**src/rtl/vwtb_pkg.sv**
```systemverilog
`default_nettype none

package vwtb_pkg;

   // Cells are searched in groups of this many, one group per scan step
   localparam int GROUP_SIZE = 16;
   localparam int LOCAL_W    = 4;

   // Fixed field widths of the response and tolerance register
   localparam int TOL_W      = 20;
   localparam int VIDX_W     = 8;
   localparam int SCNT_W     = 9;

   // First hit within one group of cells
   typedef struct packed {
      logic               hit_any;
      logic [LOCAL_W-1:0] slot;
   } group_rec_type;

   // Control for the chain of group records
   typedef struct packed {
      logic load;
      logic shift;
   } chain_ctrl_type;

endpackage

`default_nettype wire

```
**src/rtl/vwtb_cell.sv**
```systemverilog
`default_nettype none

module vwtb_cell #(
   parameter int COORD_WIDTH = 32
) (
   input  wire logic                          clock,
   input  wire logic                          wr_en,
   input  wire logic                          live,
   input  wire logic [vwtb_pkg::TOL_W-1:0]    tol,
   input  wire logic signed [COORD_WIDTH-1:0] qx,
   input  wire logic signed [COORD_WIDTH-1:0] qy,
   input  wire logic signed [COORD_WIDTH-1:0] qz,
   output logic                               hit
);
   import vwtb_pkg::*;

   localparam int DW = (COORD_WIDTH + 1 > TOL_W + 1) ? COORD_WIDTH + 1 : TOL_W + 1;

   logic signed [COORD_WIDTH-1:0] x_ff, y_ff, z_ff;
   logic signed [DW-1:0]          dx, dy, dz, tol_pos, tol_neg;
   logic                          match;
   logic                          hit_ff;

   // Take exact per-axis differences at one extra bit
   assign dx = {{(DW-COORD_WIDTH){qx[COORD_WIDTH-1]}}, qx}
             - {{(DW-COORD_WIDTH){x_ff[COORD_WIDTH-1]}}, x_ff};
   assign dy = {{(DW-COORD_WIDTH){qy[COORD_WIDTH-1]}}, qy}
             - {{(DW-COORD_WIDTH){y_ff[COORD_WIDTH-1]}}, y_ff};
   assign dz = {{(DW-COORD_WIDTH){qz[COORD_WIDTH-1]}}, qz}
             - {{(DW-COORD_WIDTH){z_ff[COORD_WIDTH-1]}}, z_ff};

   assign tol_pos = {{(DW-TOL_W){1'b0}}, tol};
   assign tol_neg = -tol_pos;

   // Match when every axis lies within plus or minus tolerance
   assign match = (dx <= tol_pos) && (dx >= tol_neg)
               && (dy <= tol_pos) && (dy >= tol_neg)
               && (dz <= tol_pos) && (dz >= tol_neg);

   // Hold the stored vertex; capture the query on append
   always_ff @(posedge clock) begin
      if (wr_en) begin
         x_ff <= qx;
         y_ff <= qy;
         z_ff <= qz;
      end
      hit_ff <= live && match;
   end

   assign hit = hit_ff;

endmodule

`default_nettype wire

```
**config.mk**
```make
export PLATFORM = sky130hd
export DESIGN_NAME = vwtb_cell
export DESIGN_NICKNAME = d
export VERILOG_FILES = /design/src/rtl/vwtb_pkg.sv /design/src/rtl/vwtb_cell.sv
export SDC_FILE = /design/constraint.sdc
export NUM_CORES = 1
export LEC_CHECK = 0
export BUFFER_PORTS_ARGS = -buffer_cell sky130_fd_sc_hd__buf_4
export CAP_MARGIN = 20
export CORE_MARGIN = 2
export CORE_UTILIZATION = 55
export DETAILED_ROUTE_END_ITERATION = 8
export PLACE_DENSITY = 0.78
export SKIP_CTS_REPAIR_TIMING = 1
export SLEW_MARGIN = 20
export SYNTH_ARGS = -nofsm -noshare
export SYNTH_HDL_FRONTEND = slang
export SYNTH_SLANG_ARGS = --single-unit
```
**constraint.sdc**
```tcl
create_clock -name clock -period 4.5 [get_ports clock]
set_input_delay 0.225 -clock clock [delete_from_list [all_inputs] [get_ports clock]]
set_output_delay 0.225 -clock clock [all_outputs]
set_load 0.03 [all_outputs]
```
* Word level (Yosys, flattened, before mapping)
Index checks and enable logic that the tools add are counted.
Storage, ports and cells: flip-flop bits (word level) 97, output and inout bits 1, word-level logic and storage cells 20, input bits 119
Operators by class: add/sub/neg operators 4, reductions and logical operators 6, magnitude comparators 6
Operator list (number):
- $ge 33x33->1 | 3
- $le 33x21->1 | 3
- $sub 32x32->33 | 3
- $neg 20->33 | 1
- $logic_and 1x1->1 | 6

* Depth between registers and ports, before layout
word-level depth 8, mapped depth 23, depth with buffers taken out 23

* Worst setup path before layout
No wires, ideal clock.
path type register -> register, start point register x_ff[6], end point register hit_ff (netlist: hit), arrival time 4629 ps, data required time 4421 ps, cell stages (with the launch flop) 21, path slack -208 ps, buffers on the path 0, clock period less this slack 4708 ps, setup time 79 ps, path through edfxtp_1 -> inv_1 -> ha_1 -> a21o_1 -> nor2b_1 -> a21oi_2 -> or2_1 -> a311o_1 -> and4_1 -> or4_1 -> and2_1 -> ha_1 -> and4_1 -> nand4_1 -> nor4_1 -> a311oi_1 -> a2111oi_0 -> nand4b_2 -> nor4_2 -> nand4b_1 -> a211oi_2
On the way: longest elaborated chain between the ends 8, elaborated cells between the ends (all ways) 9, classes of those cells 1 x add/sub; 2 x order compare; 6 x reduce/logical
RTL lines:
- from (decl) | RTL line vwtb_cell.sv:19 | logic signed [COORD_WIDTH-1:0] x_ff, y_ff, z_ff;
- from (signal assigned) | RTL line vwtb_cell.sv:43 | x_ff <= qx;
- $sub 32x32->33 (*) | RTL line vwtb_cell.sv:26 | - {{(DW-COORD_WIDTH){x_ff[COORD_WIDTH-1]}}, x_ff};
- $le 33x21->1 / $ge 33x33->1 (equally long branches) | RTL line vwtb_cell.sv:36 | assign match = (dx <= tol_pos) && (dx >= tol_neg)
- $logic_and 1x1->1 (*) | RTL line vwtb_cell.sv:36
- $logic_and 1x1->1 (*) (2 in a row) | RTL line vwtb_cell.sv:37 | && (dy <= tol_pos) && (dy >= tol_neg)
- $logic_and 1x1->1 (*) (2 in a row) | RTL line vwtb_cell.sv:38 | && (dz <= tol_pos) && (dz >= tol_neg);
- $logic_and 1x1->1 (*) | RTL line vwtb_cell.sv:47 | hit_ff <= live && match;
- to (signal assigned) | RTL line vwtb_cell.sv:47
- to (decl) | RTL line vwtb_cell.sv:22 | logic hit_ff;
Mark *: on every way between the ends. The rest lies on a longest branch, timed or not. A chain may end at the register's enable or synchronous reset.

* Final worst setup path
start point register x_ff[7], end point register hit_ff (netlist: hit)
Same word-level chain as after synthesis.

==> results.tsv <==
stage	metric	value	unit
setup_path	cp-end-kind	register	
setup_path	reg2reg_depth	20	
timing	clock_skew	0.0116	ns
clock_network	cts_buffers	9	
clock_network	clock-sinks	97	
timing	finalSetupViolCount	1	
cells_and_area	regArea	0.00290	mm^2
clock_network	cts-root-buf	clkbuf_16	
global_route	grt_pass1_vias	12000	
setup_path	cpMaxStageDelayCell	or4_4	
timing	timing.final.ws_setup	-0.281	ns
pwr	total_power	4.59	mW
synth	synth_nets	1907	
status	violations	negative setup slack	
placement	dp_hpwl	31400	um
timing	final.min_clock_period	4.78	ns
clock_network	clk_latency	0.37	ns
clock_network	h-tree-depth	3	
setup_path	critical_path_required	4.78	ns
setup_path	cp.arrival	5.06	ns
placement	portBuffers	119	
synth	synth_area	0.0129	mm^2
cells_and_area	syn_to_final_growth	25.8	%
synth	synth.avg_cell_area	8.42	um^2
routing	avgRoutedWirePerCell	17.5	um
timing	hold_violations	0	
global_route	grt_max_degree	53	
timing	slew_violations	0	
routing	drc	0	
clock_network	cts_tree	yes	
cells_and_area	drive_gt1_frac	0.225	
synth	yosys_warnings	0	
min_path	hold_class	in2reg	
synth	synthDominantCellAreaShare	0.245	
timing	clock.fmax	209	MHz
floorplanning	ios	120	
routing	ant_nets	0	
floorplanning	initial_core_util	0.555	
floorplanning	dieHeight	157	um
timing	tns	-0.281	ns
timing	worst_pin_slew	0.656	ns
cells_and_area	multi_input_area	0.00960	mm^2
setup_path	crit_chain	inv_1 > ha_4 > nand2_1 > or4_4 > a21oi_4 > or2_1 > a311o_1 > a31oi_4 > a211o_1 > ha_4 > nand4_1 > nor4_2 > buf_4 > buf_4 > a311oi_2 > a2111oi_4 > nand4b_2 > nor4_4 > nand4b_1 > a211oi_2	
clock_network	clk_pin_slew	0.07	ns
synth	ys_types	90	
floorplanning	core_area	0.0233	mm^2
pwr	cellLeakagePower	7.74	nW
setup_path	critical_path.max_stage_delay	0.56	ns
floorplanning	die_area	0.0247	mm^2
synth	yosysSeqAreaShare	0.225	
routing	viasPerCell	5.89	
pwr	vdd.ir_drop.worst	0.000175	V
synth	netlist_top_cells_area	ha_1, edfxtp_1, a21oi_1, inv_1, xnor2_1	
floorplanning	rows	56	
status	status	finished, violations left	
routing	drt_iter0_markers	1046	
min_path	hold_depth	1	
global_route	antenna_found_initial	0	
cells_and_area	antennaDiodeCount	0	
setup_path	startpoint_type	register	
global_route	grt_usage	0.300	
job	maxCapViolCount	0	
floorplanning	fp.dieW	157	um
placement	gp_congestion	1.00	
routing	drt-total-wl	37800	um
routing	vias	12700	
timing	finalCritPeriodShare	1.06	
routing	dr.pass1.iters	5	
synth	syn_inst	1532	
cells_and_area	fin_nets	2213	
cells_and_area	nFillCells	1916	
synth	ys.flop_type	edfxtp_1	
setup_path	path_class	reg2reg	
timing	slew_headroom	0.563	
global_route	grt_pass1_wl	58700	um
synth	synthArstFlopShare	0	
synth	yosysTopAreaCell	ha_1	
global_route	grt_overflow	0	
timing	rsz0062_at_grt	true	
cells_and_area	final_core_util	0.698	
pwr	power_density	282	mW/mm^2
setup_path	critPathMaxFanout	3	
clock_network	clk_path_buf_depth	2	
synth	synth_seq_cells	97	
synth	synth_edf_count	96	
-- logic make-up after synthesis --
group / count (synthesis) / share of synthesized area
simple gates: 466 / 0.186
flops: 97 / 0.225
buf+inv: 190 / 0.0578
mux: 4 / 0.00320
compound gates: 436 / 0.222
fa+ha+maj: 256 / 0.250
xor+xnor: 83 / 0.0563
-- critical path, delay by kind of cell (launching register included) --
| kind | cells | cell delay [ns] |
|---|---|---|
| buffers and inverters | 3 | 0.32 |
| adders and majority gates | 2 | 0.57 |
| AOI/OAI and AO/OA | 7 | 1.54 |
| DFF | 1 | 0.34 |
| and+or+nand+nor | 8 | 1.95 |
-- placed cells by master, fill, tap and decap left out, types with 40 or more instances in the layout --
master,instances
o21ai_0,56
nand3_1,40
inv_1,165
xnor2_1,55
nor2_1,103
a21o_1,49
a21oi_1,142
nand2_1,104
ha_1,246
edfxtp_1,96
buf_4,319
-- per-stage QoR --
stage / hold WS (ns) / area [um^2] / cells / worst slack, ns
floorplan: 0.324 / 12900 / 1532 / 0.0812
global placement: 0.415 / 15500 / 2136 / -0.245
detailed placement: 0.416 / 15500 / 2136 / -0.488
CTS: 0.0352 / 15800 / 2151 / -0.543
global route: 0.0380 / 16200 / 2161 / -0.550
finish: 0.0428 / 16200 / 2161 / -0.281
-- final timing paths --
| kind | startpoint | to | slack, ns |
|---|---|---|---|
| worst min-delay path | qy[19] | y_ff[19] | 0.04 |
| worst max-delay path | x_ff[7] | hit | -0.28 |
| worst min register to register | x_ff[31] | hit | 1.03 |
| worst max register to register | x_ff[7] | hit | -0.28 |
-- sequential cells by signal, summed over array words and instances (netlist names) --
| register | cells |
|---|---|
| x_ff | 32 |
| z_ff | 32 |
| y_ff | 32 |
| hit | 1 |
-- cell usage after synthesis, types with 5 or more instances --
library cell,instances
o21bai_1,8
edfxtp_1,96
a211oi_1,14
a21oi_1,145
nor2_1,104
a21o_1,49
or3_1,11
a31oi_1,15
and2_1,12
xnor2_1,55
o21a_1,16
o41ai_1,5
or2_2,5
nand4_1,39
nand3_1,41
nand2b_1,18
a2111oi_0,7
a211o_1,5
ha_1,253
nor2b_1,20
clkbuf_1,17
o22ai_1,5
nor4_1,18
and3_1,12
nand2_1,104
o21ai_1,15
o21ai_0,60
and4_1,9
nor3_1,41
xor2_1,28
o31ai_1,8
o211ai_1,22
inv_1,166
-- layout make-up --
cell class / instances / area share
multi-input combinational: 1245 / 0.592
tap: 319 / 0.0246
sequential: 97 / 0.179
clock buffer: 9 / 0.0139
clock inverter: 6 / 0.00516
inverter: 166 / 0.0384
timing repair buffer: 319 / 0.148
-- routing by layer --
layer / vias up / track usage / routed length [um] / share of wire
li1: 6329 / - / - / -
met1: 5865 / 0.400 / 17000 / 0.45
met2: 455 / 0.491 / 17100 / 0.45
met3: 79 / 0.0457 / 2460 / 0.065
met4: 0 / 0.109 / 1250 / 0.033
met5: - / 0 / 0 / 0
-- power by group --
| group | switching, mW | internal [mW] |
|---|---|---|
| clock | 0.368 | 0.482 |
| sequential | 0.0198 | 1.07 |
| combinational | 1.45 | 1.19 |
No activity file was read; power rests on OpenSTA's default activity.
