### src/rtl/vwtb_pkg.sv
`default_nettype none

package vwtb_pkg;

   // Cells are searched in groups of this many, one group per scan step
   localparam int GROUP_SIZE = 16;
   localparam int LOCAL_W    = 4;

   // Fixed field widths of the response and tolerance register
   localparam int TOL_W      = 20;
   localparam int VIDX_W     = 8;
   localparam int SCNT_W     = 9;

   // First hit within one group of cells
   typedef struct packed {
      logic               hit_any;
      logic [LOCAL_W-1:0] slot;
   } group_rec_type;

   // Control for the chain of group records
   typedef struct packed {
      logic load;
      logic shift;
   } chain_ctrl_type;

endpackage

`default_nettype wire

### src/rtl/vwtb_group.sv
`default_nettype none

module vwtb_group (
   input  wire logic                                clock,
   input  wire logic [vwtb_pkg::GROUP_SIZE-1:0]     hit,
   input  wire vwtb_pkg::chain_ctrl_type            ctrl,
   input  wire vwtb_pkg::group_rec_type             next_rec,
   output vwtb_pkg::group_rec_type                  rec
);
   import vwtb_pkg::*;

   group_rec_type own;
   group_rec_type rec_ff, rec_in;

   // Find the lowest hitting cell in the group
   always_comb begin
      own.hit_any = |hit;
      own.slot    = '0;
      for (int k = GROUP_SIZE - 1; k >= 0; k--) begin
         if (hit[k]) begin
            own.slot = LOCAL_W'(k);
         end
      end
   end

   // Load own result, or advance the neighbor's record toward the head
   always_comb begin
      rec_in = rec_ff;
      if (ctrl.load) begin
         rec_in = own;
      end else if (ctrl.shift) begin
         rec_in = next_rec;
      end
   end

   always_ff @(posedge clock) begin
      rec_ff <= rec_in;
   end

   assign rec = rec_ff;

endmodule

`default_nettype wire

### config.mk
export PLATFORM = sky130hd
export DESIGN_NAME = vwtb_group
export DESIGN_NICKNAME = d
export VERILOG_FILES = /design/src/rtl/vwtb_pkg.sv /design/src/rtl/vwtb_group.sv
export SDC_FILE = /design/constraint.sdc
export NUM_CORES = 1
export LEC_CHECK = 0
export BUFFER_PORTS_ARGS = -buffer_cell sky130_fd_sc_hd__buf_2
export CORE_AREA = 4 4 41 43
export DETAILED_ROUTE_END_ITERATION = 6
export DIE_AREA = 0 0 45 47
export GPL_ROUTABILITY_DRIVEN = 0
export MAX_ROUTING_LAYER = met4
export SKIP_CTS_REPAIR_TIMING = 1
export SLEW_MARGIN = 20
export SYNTH_ARGS = -nofsm -noshare
export SYNTH_HDL_FRONTEND = slang
export SYNTH_SLANG_ARGS = --single-unit
### constraint.sdc
create_clock -name clock -period 2.59 [get_ports clock]
set_input_delay 0 -clock clock [delete_from_list [all_inputs] [get_ports clock]]
set_output_delay 0 -clock clock [all_outputs]
set_load 0.02 [all_outputs]
== Word level (Yosys, flattened, before mapping) ==
Cells that the tools add are included.

* Equal/unequal tests: 0
* Add/sub/neg operators: 0
* Order comparisons: 0
* Reductions and logical operators: 2
* Bitwise logic cells: 0
* Div/mod/pow operators: 0
* Shift operators: 0
* Multipliers: 0
* Multiplexer cells: 18

{| class="wikitable"
|+ Operator list
! kind !! count
|-
| $mux W4 || 16
|-
| $reduce_or A16 Y1 || 1
|-
| $mux W5 || 2
|-
| $reduce_bool A2 Y1 || 1
|}

* Word-level logic and storage cells: 22
* Flip-flop bits (word level): 5
* Memory bits (writable): 0
* Latch bits: 0
* Output and inout bits: 5
* Bits of input ports: 24
* ROM bits: 0
* Memories: 0

== Logic depth before layout (Yosys ltp) ==
Gate-level depths: netlist of the first run.

* Word-level depth: 17
* Depth in mapped cells: 4

== Least setup slack after synthesis of the first run ==
Ideal clock, no wire load.

* Kind: input to register
* Start point: in hit[2] in the netlist's numbering
* End point: reg rec_ff, in the netlist rec[4], data pin
* Setup slack: 1.266 ns
* Arrival: 1.063 ns
* Path buffers: 0
* Cell stages on the path: 4
* Cell sequence: nand2b_1 -> or4_1 -> or2_1 -> o32a_1

{| class="wikitable"
|+ RTL lines
! what !! RTL line !! source
|-
| start: declaration || vwtb_group.sv:5 || <nowiki>input wire logic [vwtb_pkg::GROUP_SIZE-1:0] hit,</nowiki>
|-
| end signal: assignment || vwtb_group.sv:37 || <nowiki>rec_ff <= rec_in;</nowiki>
|-
| end: declaration || vwtb_group.sv:13 || <nowiki>group_rec_type rec_ff, rec_in;</nowiki>
|}

==> results of run 1 <==
## Yosys cell counts
cell       count
a211oi_1       1
o22ai_1        2
or2_1          1
nor2_1         8
a21oi_1        2
inv_1          7
a2111oi_0      1
or2_2          1
nor2b_1        1
nand2_1        2
a311oi_1       1
edfxtp_1       5
o41a_1         1
nand2b_1       1
nor4_1         1
o21ai_0        5
or4_1          1
o41ai_1        1
o32a_1         1
o311ai_0       1
## kinds of logic after synthesis
family / count (synthesis)
buffers and inverters: 7
DFF: 5
and+or+nand+nor: 16
AOI/OAI and AO/OA: 16
## cell type report
cell class                 count  area (µm²)
tap                           15        18.8
multi-input combinational     32         188
clock buffer                   4        26.3
fill                         150         752
inverter                       7        26.3
sequential                     5         150
timing repair buffer          28         140
## cells in the final DEF (no fill, tap or decap)
cell,n
a2111oi_0,1
a211oi_1,1
a21oi_1,2
a311oi_1,1
buf_2,28
clkbuf_1,1
clkbuf_4,3
edfxtp_1,5
inv_1,7
nand2_1,2
nand2b_1,1
nor2_1,8
nor2b_1,1
nor4_1,1
o21ai_0,5
o22ai_1,2
o311ai_0,1
o32a_1,1
o41a_1,1
o41ai_1,1
or2_1,1
or2_2,1
or4_1,1
## worst min path at each step
stage                      startpoint  endpoint  cells after the start
after floorplan               ctrl[1]    rec[4]                      1
after global placement    next_rec[4]    rec[4]                      2
after detailed placement  next_rec[4]    rec[4]                      2
after CTS                 next_rec[4]    rec[4]                      2
after global routing      next_rec[4]    rec[4]                      2
final                     next_rec[4]    rec[4]                      2
## per-layer routing
metal,share of wire,vias up,track usage
met3,0.11,0,0.0230
met5,0,-,-
met2,0.47,23,0.167
li1,-,229,-
met1,0.42,170,0.0991
met4,0,0,0.0526
## power by group through the flow
stage / Combinational [µW] / Clock [µW] / Sequential [µW]
after floorplan: 16.4 / 0 / 114
after global placement: 60.7 / 0 / 102
after detailed placement: 61.5 / 0 / 103
after CTS: 61.8 / 89.8 / 101
after global routing: 67.2 / 93.8 / 102
final: 61.3 / 87.5 / 101
## metrics by stage
stage	utilization	total power [µW]	hold WS [ns]
finish	0.422	250	0.0924
global route	0.422	263	0.0959
CTS	0.422	253	0.0868
detailed placement	0.402	164	0.334
global placement	0.402	162	0.319
floorplan	-	130	0.205
==> implementation parameters, run 1 <==
Parameter                              Value

Outcome
  Outcome ... finished, final reports clean

Synth
  Synth area leaders ... edfxtp_1, nor2_1, inv_1
  Combinational family with the most area after synthesis ... compound AO/OA/AOI/OAI gates
  Share of Yosys cell area claimed by the top area cell type ... 0.412
  Synth area leader ... edfxtp_1
  Number of nets in the synthesized netlist ... 68
  Multiplexer fraction of the synthesized cell area ... 0
  XOR/XNOR share of the synthesized area ... 0
  Yosys warning total ... 0
  Simple-gate portion of the synthesized area ... 0.210
  Post-synthesis instance area ... 364 µm²
  Compound-gate portion of the synthesized area ... 0.306
  Number of cells produced by synthesis ... 44
  Sequential share of the synthesized area ... 0.412
  Total of flip-flops plus latches after synthesis ... 5
  Post-synthesis average cell area ... 8.27 µm²
  Count of cell types in the netlist ... 20
  Share of synthesized cell area in full adder, half adder and majority cells ... 0

Power
  Internal Power ... 184 µW
  Total net switching power ... 65.9 µW
  Worst vdd rail ir drop ... 0.125 mV
  Sequential Power Share ... 0.404
  Lkg Pwr ... 0.000254 µW
  Combinational group share of total power ... 0.245
  Sw frac ... 0.264
  Pwr/cell area ... 454 mW/mm²
  Clk pwr share ... 0.351

Clock network
  H-tree Lvls ... 1
  Register clock-pin slew on the reported worst setup and hold paths ... 0.04 ns
  Clk Tree Root Cell ... clkbuf_4
  Maximum clock insertion buffer count ... 2
  Clock buffers created by TritonCTS ... 3
  Sinks on the clock net ... 5
  Clock tree from TritonCTS ... done

STA
  Highest clock frequency the design can meet ... 0.797 GHz
  Unrepaired setup endpoints after global routing ... no
  Worst rel slew slack ... 0.719
  Worst-margin pin slew ... 0.416 ns
  Setup violation total in the final timing report ... 0
  Sum of negative setup slack ... 0 ns
  Fraction of the cycle the final worst path needs ... 0.485
  Final setup margin ... 1.33 ns
  Final Max Slew Viols ... 0
  Clock period minus worst slack ... 1.26 ns
  Final hold violation count ... 0

Final layout
  Final instance count without filler cells ... 91
  Post-layout instance area ... 549 µm²
  Final net count ... 101
  Max reg flops ... 5
  Count of antenna diodes in the layout ... 0
  Layout-stage area growth over the synthesis result ... 50.9%
  Share of layout cells above drive strength 1 ... 0.421

Setup path
  Data required, critical path ... 2.57 ns
  Critical path class ... in2reg
  Setup crit end ... rec[4]
  Signal arrival time at the worst endpoint ... 1.24 ns
  Cell family contributing the most delay on the critical path ... simple AND/OR/NAND/NOR gates
  CP Cell Sequence ... buf_2 > nand2b_1 > or4_1 > or2_1 > o32a_1
  CP max stage delay ... 0.42 ns
  Maximum net fanout on the critical path ... 9
  Cell count along the critical path ... 5
  Endpoint type of the worst setup path ... register
  Cell type of the slowest stage on the worst timing path ... or4_1
  Launching instance or port of the critical path ... ctrl[1]
  Kind of start point of the critical path ... input port
  Count of buffer and inverter cells on the critical path ... 1

Global route
  Maximum number of pins on one net before global-route repair ... 10
  Global route overflow ... 0
  Via count of the first global-routing pass ... 391
  Overall fraction of global-route tracks in use ... 0.0959
  First-pass GRT wire length ... 1410 µm
  Antenna violations before repair ... 0

Place
  Placed insts ... 87
  Half-perimeter wire length of the detailed placement result ... 854 µm
  Worst setup slack before clock tree synthesis ... 1.09 ns
  Area post-placement ... 523 µm²
  Port-buffer cells ... 28

Detailed routing
  Via count ... 422
  Drt pass-1 iters ... 4
  Per-cell via count in the routed design ... 4.64
  Drc violations ... 0
  Routed len/inst ... 10.7 µm
  Detail Route Antenna Nets ... 0
  Initial DRC count ... 5
  WL final ... 977 µm

Die
  Die Wd ... 45 µm
  Starting Density ... 0.280
  Number of core rows ... 13
  Number of ports placed on the die boundary ... 29
  Die outline area ... 0.00212 mm²
  Area of the core ... 0.00130 mm²
  Die span in y ... 47 µm

Worst hold path
  Worst hold path class ... in2reg

Job
  Number of max-cap violations ... 0
No activity file was read; power rests on OpenSTA's default activity.
==> inputs of run 2 (changes only) <==
--- a/config.mk
+++ b/config.mk
@@ -5,6 +5,7 @@
 export SDC_FILE = /design/constraint.sdc
 export NUM_CORES = 1
 export LEC_CHECK = 0
+export ABC_AREA = 1
 export BUFFER_PORTS_ARGS = -buffer_cell sky130_fd_sc_hd__buf_2
 export CORE_AREA = 4 4 41 43
 export DETAILED_ROUTE_END_ITERATION = 6
==> constraint.sdc (replaced) <==
create_clock -name clock -period 1.12 [get_ports clock]
set_input_delay 0 -clock clock [delete_from_list [all_inputs] [get_ports clock]]
set_output_delay 0 -clock clock [all_outputs]
set_load 0.02 [all_outputs]
==> run 2 against run 1 <==
Against the previous run:
- combinational power grew to 2.5 times the previous value
- first-iteration DRC count grew 20%
- sequential share of layout area fell by 2.0 points
- power increased by 130%
- critical path type unchanged
- largest power group unchanged
- highest routed layer unchanged
==> implementation parameters, run 2 <==
Parameter                              Value

STA
  Worst rel slew slack ... 0.843
  Fraction of the cycle the final worst path needs ... 0.772
  Sum of negative setup slack ... 0 ns
  Clock period minus worst slack ... 0.864 ns
  Final Max Slew Viols ... 0
  Final hold violation count ... 0
  Worst-margin pin slew ... 0.232 ns
  Unrepaired setup endpoints after global routing ... no
  Setup violation total in the final timing report ... 0
  Highest clock frequency the design can meet ... 1.16 GHz

Die
  Die Wd ... 45 µm
  Area of the core ... 0.00130 mm²
  Die outline area ... 0.00212 mm²
  Number of ports placed on the die boundary ... 29
  Starting Density ... 0.308
  Number of core rows ... 13
  Die span in y ... 47 µm

Synth
  Post-synthesis instance area ... 400 µm²
  Synth area leaders ... edfxtp_1, nand2_1, inv_2
  Post-synth top flop ... edfxtp_1
  Most numerous cell types in the synthesized netlist ... nand2_1, inv_2, inv_1, nor2_1, edfxtp_1
  Sequential share of the synthesized area ... 0.375
  Synth area leader ... edfxtp_1
  Fraction of registers with async set/reset ... 0
  Post-synthesis average cell area ... 6.16 µm²
  Count of flip-flops with a built-in enable after synthesis ... 5
  Yosys warning total ... 0
  Count of cell types in the netlist ... 14
  Number of nets in the synthesized netlist ... 89
  Share of Yosys cell area claimed by the top area cell type ... 0.375
  Number of cells produced by synthesis ... 65
  Most common cell in the netlist ... nand2_1
  Total of flip-flops plus latches after synthesis ... 5

Detailed routing
  Length of routed met3 wiring ... 108 µm
  Routed len/inst ... 7.50 µm
  Detailed route wirelength on metal2 ... 401 µm
  Wire length on met1 ... 336 µm
  Detail Route Antenna Nets ... 0
  Drt pass-1 iters ... 4
  Drc violations ... 0
  Via count ... 485
  WL final ... 847 µm
  Per-cell via count in the routed design ... 4.29
  Uppermost layer routed ... met3
  Initial DRC count ... 6

Setup path
  Data required, critical path ... 1.11 ns
  Maximum net fanout on the critical path ... 2
  Kind of start point of the critical path ... input port
  Endpoint type of the worst setup path ... register
  Critical path class ... in2reg
  Signal arrival time at the worst endpoint ... 0.85 ns

Final layout
  Share of layout cells above drive strength 1 ... 0.408
  Layout-stage area growth over the synthesis result ... 48.1%
  Count of antenna diodes in the layout ... 0
  Final net count ... 123
  Most common cell after layout, fill and taps aside ... buf_2
  Commonest cells after routing, fill and taps aside ... buf_2, nand2_1, inv_2
  Fill cell count ... 152
  Max reg flops ... 5

Clock network
  Maximum clock insertion buffer count ... 2
  Clk Tree Root Cell ... clkbuf_4
  Register clock-pin slew on the reported worst setup and hold paths ... 0.04 ns
  Sinks on the clock net ... 5
  H-tree Lvls ... 1
  Clock buffers created by TritonCTS ... 3
  Clock tree from TritonCTS ... done

Power
  Overall power consumption ... 582 µW
  Pwr/cell area ... 981 mW/mm²
  Worst vdd rail ir drop ... 0.254 mV
  Lkg Pwr ... 0.000347 µW

Place
  Port-buffer cells ... 28
  Half-perimeter wire length of the detailed placement result ... 779 µm

Global route
  First-pass GRT wire length ... 1490 µm
  Global route overflow ... 0
  Antenna violations before repair ... 0
  Overall fraction of global-route tracks in use ... 0.0983
  Via count of the first global-routing pass ... 409
  Maximum number of pins on one net before global-route repair ... 7

Worst hold path
  Worst hold path class ... in2reg

Job
  Number of max-cap violations ... 0

Outcome
  Outcome ... finished, final reports clean
## run 2: area by class of cell
cell class              count  area, µm²  share of cell area
multi-input cells          45        194               0.327
flip-flops and latches      5        150               0.253
repair buffers             29        148               0.249
inverters                  15       56.3              0.0949
clock buffers               4       26.3              0.0443
well taps                  15       18.8              0.0316
## run 2: layer usage
layer  vias up  global-route usage
met2        19               0.153
met5         -                   -
met1       199               0.117
li1        267                   -
met4         0              0.0351
met3         0              0.0345
## run 2: path summary, 6_finish.rpt
check	start	to	slack, ns	cells past startpoint
max	hit[14]	rec[0]	0.26	18
min	next_rec[1]	rec[1]	0.04	3
## run 2: logic make-up (layout without fill, tap and decap cells)
logic type / count (synthesis) / count (layout) / share of synthesized area
flops: 5 / 5 / 0.375
simple gates: 40 / 40 / 0.403
buf+inv: 15 / 48 / 0.141
compound gates: 5 / 5 / 0.0812
## run 2: critical path, stage by stage
cell and delay (ns):
buf_2 0.09, inv_1 0.03, nand2_1 0.04, nand2_1 0.04, nand2_1 0.05, nand2_1 0.05, nand2_1 0.05, nand2_1 0.04
nand2_1 0.05, nand2_1 0.04, nand2_1 0.05, nand2_1 0.04, nand2_1 0.05, nand2_1 0.04, nand2_1 0.05, nand2_1 0.04
nand2_1 0.05, nand2_1 0.04
## run 2: report_power, final
part | leakage, µW | switching (µW) | total, µW | internal [µW]
logic | 0.000280 | 88.1 | 155 | 67.4
clock network | 0.0000150 | 61.2 | 195 | 134
registers | 0.0000517 | 3.06 | 231 | 228
## run 2: metrics by stage
stage | cell area [µm²] | cells | hold slack (ns) | setup slack, ns | util
floorplan | 400 | 65 | 0.186 | 0.192 | -
global placement | 567 | 109 | 0.277 | 0.0175 | 0.436
detailed placement | 567 | 109 | 0.278 | 0.00483 | 0.436
CTS | 593 | 113 | 0.0354 | 0.249 | 0.456
global route | 593 | 113 | 0.0462 | 0.0619 | 0.456
finish | 593 | 113 | 0.0414 | 0.256 | 0.456
